## src/design/ilcp_pkg.sv

```systemverilog
`timescale 1ns / 1ps
`default_nettype none

package ilcp_pkg;

    // request operation codes
    localparam logic [1:0] MODE_READ   = 2'd0;
    localparam logic [1:0] MODE_APPEND = 2'd1;
    localparam logic [1:0] MODE_INSERT = 2'd2;
    localparam logic [1:0] MODE_REMOVE = 2'd3;

    // result status codes
    localparam logic [1:0] ST_OK    = 2'd0;
    localparam logic [1:0] ST_RANGE = 2'd1;
    localparam logic [1:0] ST_FULL  = 2'd2;

    // decoded request kinds
    localparam logic [2:0] KIND_REJECT = 3'd0;
    localparam logic [2:0] KIND_MISS   = 3'd1;
    localparam logic [2:0] KIND_READ   = 3'd2;
    localparam logic [2:0] KIND_APPEND = 3'd3;
    localparam logic [2:0] KIND_INSERT = 3'd4;
    localparam logic [2:0] KIND_REMOVE = 3'd5;

    localparam logic [8:0] CAP_LIMIT = 9'd511;

    localparam int IN_DATA_W  = 48;
    localparam int OUT_DATA_W = 56;

    typedef struct packed {
        logic accept;
        logic decode;
        logic grow;
        logic app_wr;
        logic rd_idx;
        logic rd_capture;
        logic ptr_ld_ins;
        logic ptr_ld_rem;
        logic rd_dn;
        logic wr_ins;
        logic ins_final;
        logic rd_up;
        logic wr_rem;
        logic rem_final;
        logic out_load;
    } cmd_t;

    typedef struct packed {
        logic [2:0] kind;
        logic       ptr_at_idx;
        logic       rem_more;
        logic       out_free;
    } stat_t;

    // floor(x / 3) for x below 1024, by reciprocal multiply
    function automatic logic [8:0] div3(input logic [9:0] x);
        logic [19:0] prod;
        prod = 20'(x) * 20'd683;
        return prod[19:11];
    endfunction

endpackage

`default_nettype wire

```

## src/design/ilcp_ctrl.sv

```systemverilog
`timescale 1ns / 1ps
`default_nettype none

module ilcp_ctrl (
    input  wire logic           aclk,
    input  wire logic           aresetn,
    input  wire logic           s_tvalid,
    output logic                s_tready,
    input  wire ilcp_pkg::stat_t stat,
    output ilcp_pkg::cmd_t      cmd
);

    localparam logic [2:0] S_IDLE    = 3'd0;
    localparam logic [2:0] S_DECODE  = 3'd1;
    localparam logic [2:0] S_RD_DATA = 3'd2;
    localparam logic [2:0] S_INS_RD  = 3'd3;
    localparam logic [2:0] S_INS_WR  = 3'd4;
    localparam logic [2:0] S_REM_RD  = 3'd5;
    localparam logic [2:0] S_REM_WR  = 3'd6;
    localparam logic [2:0] S_RESP    = 3'd7;

    logic [2:0] state_reg;
    logic [2:0] state_next;

    assign s_tready = (state_reg == S_IDLE);

    always_comb begin
        state_next = state_reg;
        cmd        = '0;
        case (state_reg)
            S_IDLE: begin
                if (s_tvalid) begin
                    cmd.accept = 1'b1;
                    state_next = S_DECODE;
                end
            end
            S_DECODE: begin
                cmd.decode = 1'b1;
                case (stat.kind)
                    ilcp_pkg::KIND_APPEND: begin
                        cmd.grow   = 1'b1;
                        cmd.app_wr = 1'b1;
                        state_next = S_RESP;
                    end
                    ilcp_pkg::KIND_INSERT: begin
                        cmd.grow       = 1'b1;
                        cmd.ptr_ld_ins = 1'b1;
                        state_next     = S_INS_RD;
                    end
                    ilcp_pkg::KIND_READ: begin
                        cmd.rd_idx = 1'b1;
                        state_next = S_RD_DATA;
                    end
                    ilcp_pkg::KIND_REMOVE: begin
                        cmd.ptr_ld_rem = 1'b1;
                        state_next     = S_REM_RD;
                    end
                    default: begin
                        state_next = S_RESP;
                    end
                endcase
            end
            S_RD_DATA: begin
                cmd.rd_capture = 1'b1;
                state_next     = S_RESP;
            end
            S_INS_RD: begin
                // walk down from the tail until the gap reaches the index
                if (stat.ptr_at_idx) begin
                    cmd.ins_final = 1'b1;
                    state_next    = S_RESP;
                end else begin
                    cmd.rd_dn  = 1'b1;
                    state_next = S_INS_WR;
                end
            end
            S_INS_WR: begin
                cmd.wr_ins = 1'b1;
                state_next = S_INS_RD;
            end
            S_REM_RD: begin
                if (stat.rem_more) begin
                    cmd.rd_up  = 1'b1;
                    state_next = S_REM_WR;
                end else begin
                    cmd.rem_final = 1'b1;
                    state_next    = S_RESP;
                end
            end
            S_REM_WR: begin
                cmd.wr_rem = 1'b1;
                state_next = S_REM_RD;
            end
            S_RESP: begin
                if (stat.out_free) begin
                    cmd.out_load = 1'b1;
                    state_next   = S_IDLE;
                end
            end
            default: begin
                state_next = S_IDLE;
            end
        endcase
    end

    always_ff @(posedge aclk) begin
        if (!aresetn) begin
            state_reg <= S_IDLE;
        end else begin
            state_reg <= state_next;
        end
    end

endmodule

`default_nettype wire

```

## config.mk

```make
export PLATFORM = sky130hd
export DESIGN_NAME = ilcp_ctrl
export DESIGN_NICKNAME = d
export VERILOG_FILES = /design/src/design/ilcp_pkg.sv /design/src/design/ilcp_ctrl.sv
export SDC_FILE = /design/constraint.sdc
export NUM_CORES = 1
export LEC_CHECK = 0
export BUFFER_PORTS_ARGS = -buffer_cell sky130_fd_sc_hd__buf_4
export CAP_MARGIN = 0
export CORE_AREA = 2 2 39 41
export CTS_CLUSTER_DIAMETER = 50
export DETAILED_ROUTE_END_ITERATION = 10
export DIE_AREA = 0 0 41 43
export PLACE_DENSITY = 0.61
export SYNTH_ARGS = -nofsm -noshare
export SYNTH_HDL_FRONTEND = slang
export SYNTH_SLANG_ARGS = --single-unit
```

## constraint.sdc

```tcl
create_clock -name aclk -period 1.16 [get_ports aclk]
set_input_delay 0.058 -clock aclk [delete_from_list [all_inputs] [get_ports aclk]]
set_output_delay 0.058 -clock aclk [all_outputs]
set_load 0.05 [all_outputs]
```

== Yosys cells after proc, flatten, opt, wreduce, memory -nomap -nowiden ==
Cells that the tools add are included.

* Reductions and logical operators: 3
* Bitwise operators: 0
* Multipliers: 0
* $lt $le $gt $ge: 0
* $add $sub $neg: 0
* Mux-type cells: 28
* Shift-type cells: 0
* Div/mod/pow operators: 0
* Equal/unequal tests: 13

{| class="wikitable"
|+ Operator list
! kind !! count
|-
| $pmux 3 s8 || 1
|-
| $mux 1 || 21
|-
| $eq 3x3->1 const B || 6
|-
| $eq 3x2->1 const B || 4
|-
| $pmux 3 s3 || 1
|-
| $mux 3 || 2
|-
| $mux 2 || 2
|-
| $mux 4 || 1
|-
| $ne 2x2->1 const B || 2
|-
| $eq 3x1->1 const B || 1
|-
| $logic_not 3->1 || 1
|-
| $reduce_and 2->1 || 1
|-
| $reduce_or 2->1 || 1
|}

* Input bits: 9
* Bits in latches: 0
* Memories kept: 0
* Register bits after elaboration: 3
* Bits in writable memories: 0
* Bits in read-only memories: 0

== Depth between registers and ports, before layout ==
* Word-level depth: 4
* Depth in mapped cells: 5
* Gate-level depth less buffers: 5

== Worst setup path after synthesis ==
Ideal clock, no wire load.

* Path type: flip-flop to output port
* From: reg state_reg[0]
* To: out cmd[8] in the netlist's numbering
* Slack: -0.700 ns
* Data arrival time: 1.802 ns
* Data required time: 1.102 ns
* Cell stages (with the launch flop): 4
* Buffers on the path: 0
* Path through: dfxtp_1 -> nor2b_1 -> nand2b_1 -> nor3b_1

{| class="wikitable"
|+ RTL lines
! element !! RTL line !! text
|-
| start, declared || ilcp_ctrl.sv:22 || <nowiki>logic [2:0] state_reg;</nowiki>
|-
| start signal, assigned || ilcp_ctrl.sv:110 || <nowiki>state_reg <= state_next;</nowiki>
|-
| end, declared || ilcp_ctrl.sv:10 || <nowiki>output ilcp_pkg::cmd_t cmd</nowiki>
|}

==> results.py <==
metrics = {
    "cells_and_area": {
        "area.growth.synth_to_final_pct": 137,
        "drive_above_1_share_pct": 76.2,
        "final_area_um2": 865,
        "fillers": 120,
        "largest_reg_flops": 3,
        "final_core_util_pct": 62.5,
        "n_antenna_cell": 0,
        "fin_nets": 94,
    },
    "critical_path": {
        "end_kind": "output pin",
        "crit_end": "cmd[7]",
        "crit_chain": "nor2b_4 > nand2b_4 > inv_4 > and3_4 > buf_8",
        "cpPeakStageDelay_ns": 0.32,
        "critPathSlowestCell": "dfxtp_2",
        "reg2reg_depth": 4,
        "r2r_start": "state_reg[1]$_SDFFE_PN0P_",
        "cp.buffers_inverters": 2,
        "crit_path_start": "state_reg[0]$_SDFFE_PN0P_",
        "arrival_ns": 1.22,
        "crit_required_ns": 1.10,
        "critPathMaxFanout": 4,
        "regToRegSetupSlack_ns": 0.01,
        "reg2reg_to": "state_reg[0]$_SDFFE_PN0P_",
        "cp.depth": 5,
        "path_delay_family": "simple AND/OR/NAND/NOR gates",
        "start_kind": "flop",
        "path_class": "reg -> out",
    },
    "global_route": {
        "grt_use_met3_pct": 4.19,
        "grt-ovfl-total": 0,
        "antenna_found_initial": 0,
        "grt_pass1_wl_um": 2020,
        "grtUsageMet1_pct": 17.7,
        "grt_max_degree": 11,
        "grt.total_usage_pct": 17.5,
        "grt_pass1_vias": 479,
        "busiest_layer": "met2",
        "met2_usage_pct": 28.1,
    },
    "pwr": {
        "p_clk_share_pct": 16.2,
        "switching_power_mw": 0.521,
        "seqPwrFrac_pct": 13.2,
        "p_int_mw": 0.636,
        "power.density_nw_per_um2": 1340,
        "switching_share_pct": 45.0,
        "p_leak_nw": 0.372,
        "comb_power_share_pct": 70.6,
        "peakVddDrop_mv": 0.701,
    },
    "synth": {
        "synth_cell_types": 30,
        "synth_seq_cells": 3,
        "synth_fp_nets": 58,
        "ys.flop_type": "dfxtp_1",
        "async_flop_share_pct": 0,
        "synthTopCellsByCount": "nor3b_1, nand2_1, nor2_1, dfxtp_1, nand2b_1",
        "synthTopCellsByArea": "dfxtp_1, nor3b_1, nand2b_1",
        "synth_edf_count": 0,
        "synth_most_common_cell": "nor3b_1",
        "synth_seq_area_share_pct": 16.4,
        "synth_top_area_share_pct": 16.4,
        "synth_area_um2": 365,
        "yosys.area.top_type": "dfxtp_1",
        "yosys_warnings": 0,
        "syn_inst": 49,
        "avgSynthCellArea_um2": 7.46,
    },
    "timing": {
        "setup_viol": 14,
        "maxSlewHeadroom_pct": 81.5,
        "rsz0062_at_grt": "true",
        "period_share_pct": 110,
        "hold_violations": 0,
        "finalWorstSetupSlack_ns": -0.120,
        "fin_skew_ns": 0.00154,
        "tightestPinTransition_ns": 0.274,
        "drv_slew": 0,
        "max_clock_freq_mhz": 781,
        "fin_crit_ns": 1.28,
    },
    "clock_tree": {
        "worstSkewPairLatency_ns": 0.24,
        "root_buffer": "clkbuf_4",
        "cts_tree": "yes",
        "path_clk_slew_ns": 0.04,
        "cts_buffers": 3,
        "cts.sinks": 3,
        "cts.hold.buffers_added": 0,
        "clock_tree.htree_level_count": 1,
        "cts_buffer_depth": 2,
    },
    "route": {
        "vias": 497,
        "drc": 0,
        "antenna_left": 0,
        "drt-initial-drc-count": 2,
        "wl_um": 1260,
        "firstDrtPassIters": 5,
        "wire_per_inst_um": 12.6,
        "viasPerCell": 4.97,
    },
    "die": {
        "initial_core_util_pct": 26.4,
        "die_x_um": 41,
        "die_area_um2": 1760,
        "rows": 14,
        "core_area_um2": 1380,
        "boundaryPins": 25,
        "fp.dieH_um": 43,
    },
    "placement": {
        "pre_cts_ws_ns": -0.0280,
        "placed_cell_area_um2": 643,
        "dp_hpwl_um": 823,
        "gp_congestion": 0.762,
        "numPortBuffers": 24,
    },
    "min_path": {
        "hold_path_class": "in -> reg",
    },
    "run_status": {
        "violations": "setup timing",
        "status": "complete, but fails checks",
    },
    "job": {
        "cap_violations": 0,
    },
}
-- worst min path at each step --
stage / to / cells past startpoint / startpoint / slack [ns]
after floorplan: state_reg[0]$_SDFFE_PN0P_ / 2 / aresetn / 0.18
after global placement: state_reg[1]$_SDFFE_PN0P_ / 2 / aresetn / 0.32
after detailed placement: state_reg[1]$_SDFFE_PN0P_ / 2 / aresetn / 0.31
after CTS: state_reg[0]$_SDFFE_PN0P_ / 3 / aresetn / 0.06
after global routing: state_reg[0]$_SDFFE_PN0P_ / 3 / aresetn / 0.08
final: state_reg[0]$_SDFFE_PN0P_ / 3 / aresetn / 0.07
-- layout make-up --
type / count / area, µm² / area share [%]
clock buffers: 4 / 26.3 / 3.04
inverters: 1 / 6.26 / 0.724
multi-input cells: 40 / 382 / 44.1
flip-flops and latches: 3 / 66.3 / 7.67
well taps: 16 / 20.0 / 2.32
repair buffers: 36 / 364 / 42.1
-- cell usage in the layout (no fill, tap or decap), types with 2 or more instances in the layout --
master and instances:
buf_4 15, buf_6 17, buf_8 4, clkbuf_4 3, dfxtp_2 2, nand2_1 2
nand2b_1 2, nor2_2 2, nor3_2 2, nor3b_2 2, nor3b_4 2, o31a_1 2
-- logic make-up (layout without fill, tap and decap cells) --
logic type,count (synthesis),count (layout),share of synthesized area (%)
AND/OR/NAND/NOR,29,29,49.0
buffers and inverters,6,41,10.6
AO/OA/AOI/OAI,10,10,21.6
XOR/XNOR,1,1,2.40
flip-flops,3,3,16.4
-- through the flow --
stage,instances,power (mW),hold slack (ns),TNS [ns]
4_1_cts,99,1.12,0.0643,-1.08
3_5_place_dp,91,0.751,0.309,-0.0558
2_1_floorplan,49,0.583,0.184,-1.86
5_1_grt,100,1.22,0.0808,-1.83
6_report,100,1.16,0.0712,-1.05
3_3_place_gp,91,0.747,0.315,-0.0661
-- metal layers --
metal | wire length (µm) | up-vias | part of all wire (%)
li1 | - | 246 | -
met1 | 484 | 227 | 39
met2 | 679 | 22 | 54
met3 | 76 | 2 | 6.1
met4 | 16 | 0 | 1.3
met5 | 0 | - | 0
-- worst min-delay path, stage by stage --
cell     delay, ns
buf_4         0.13
o41ai_2       0.05
a41oi_2       0.03
-- power by group through the flow --
| stage | sequential, mW | combinational, mW | clock (mW) |
|---|---|---|---|
| 5_1_grt | 0.157 | 0.863 | 0.197 |
| 3_5_place_dp | 0.142 | 0.609 | 0 |
| 3_3_place_gp | 0.141 | 0.606 | 0 |
| 6_report | 0.153 | 0.817 | 0.187 |
| 4_1_cts | 0.151 | 0.779 | 0.193 |
| 2_1_floorplan | 0.134 | 0.449 | 0 |
-- repair_timing --
item,4_1_cts,5_1_grt
pin swaps,8,4
gates resized for setup,36,6
setup endpoints to repair,16,18
buffers inserted,4,1
No activity file was read; power rests on OpenSTA's default activity.
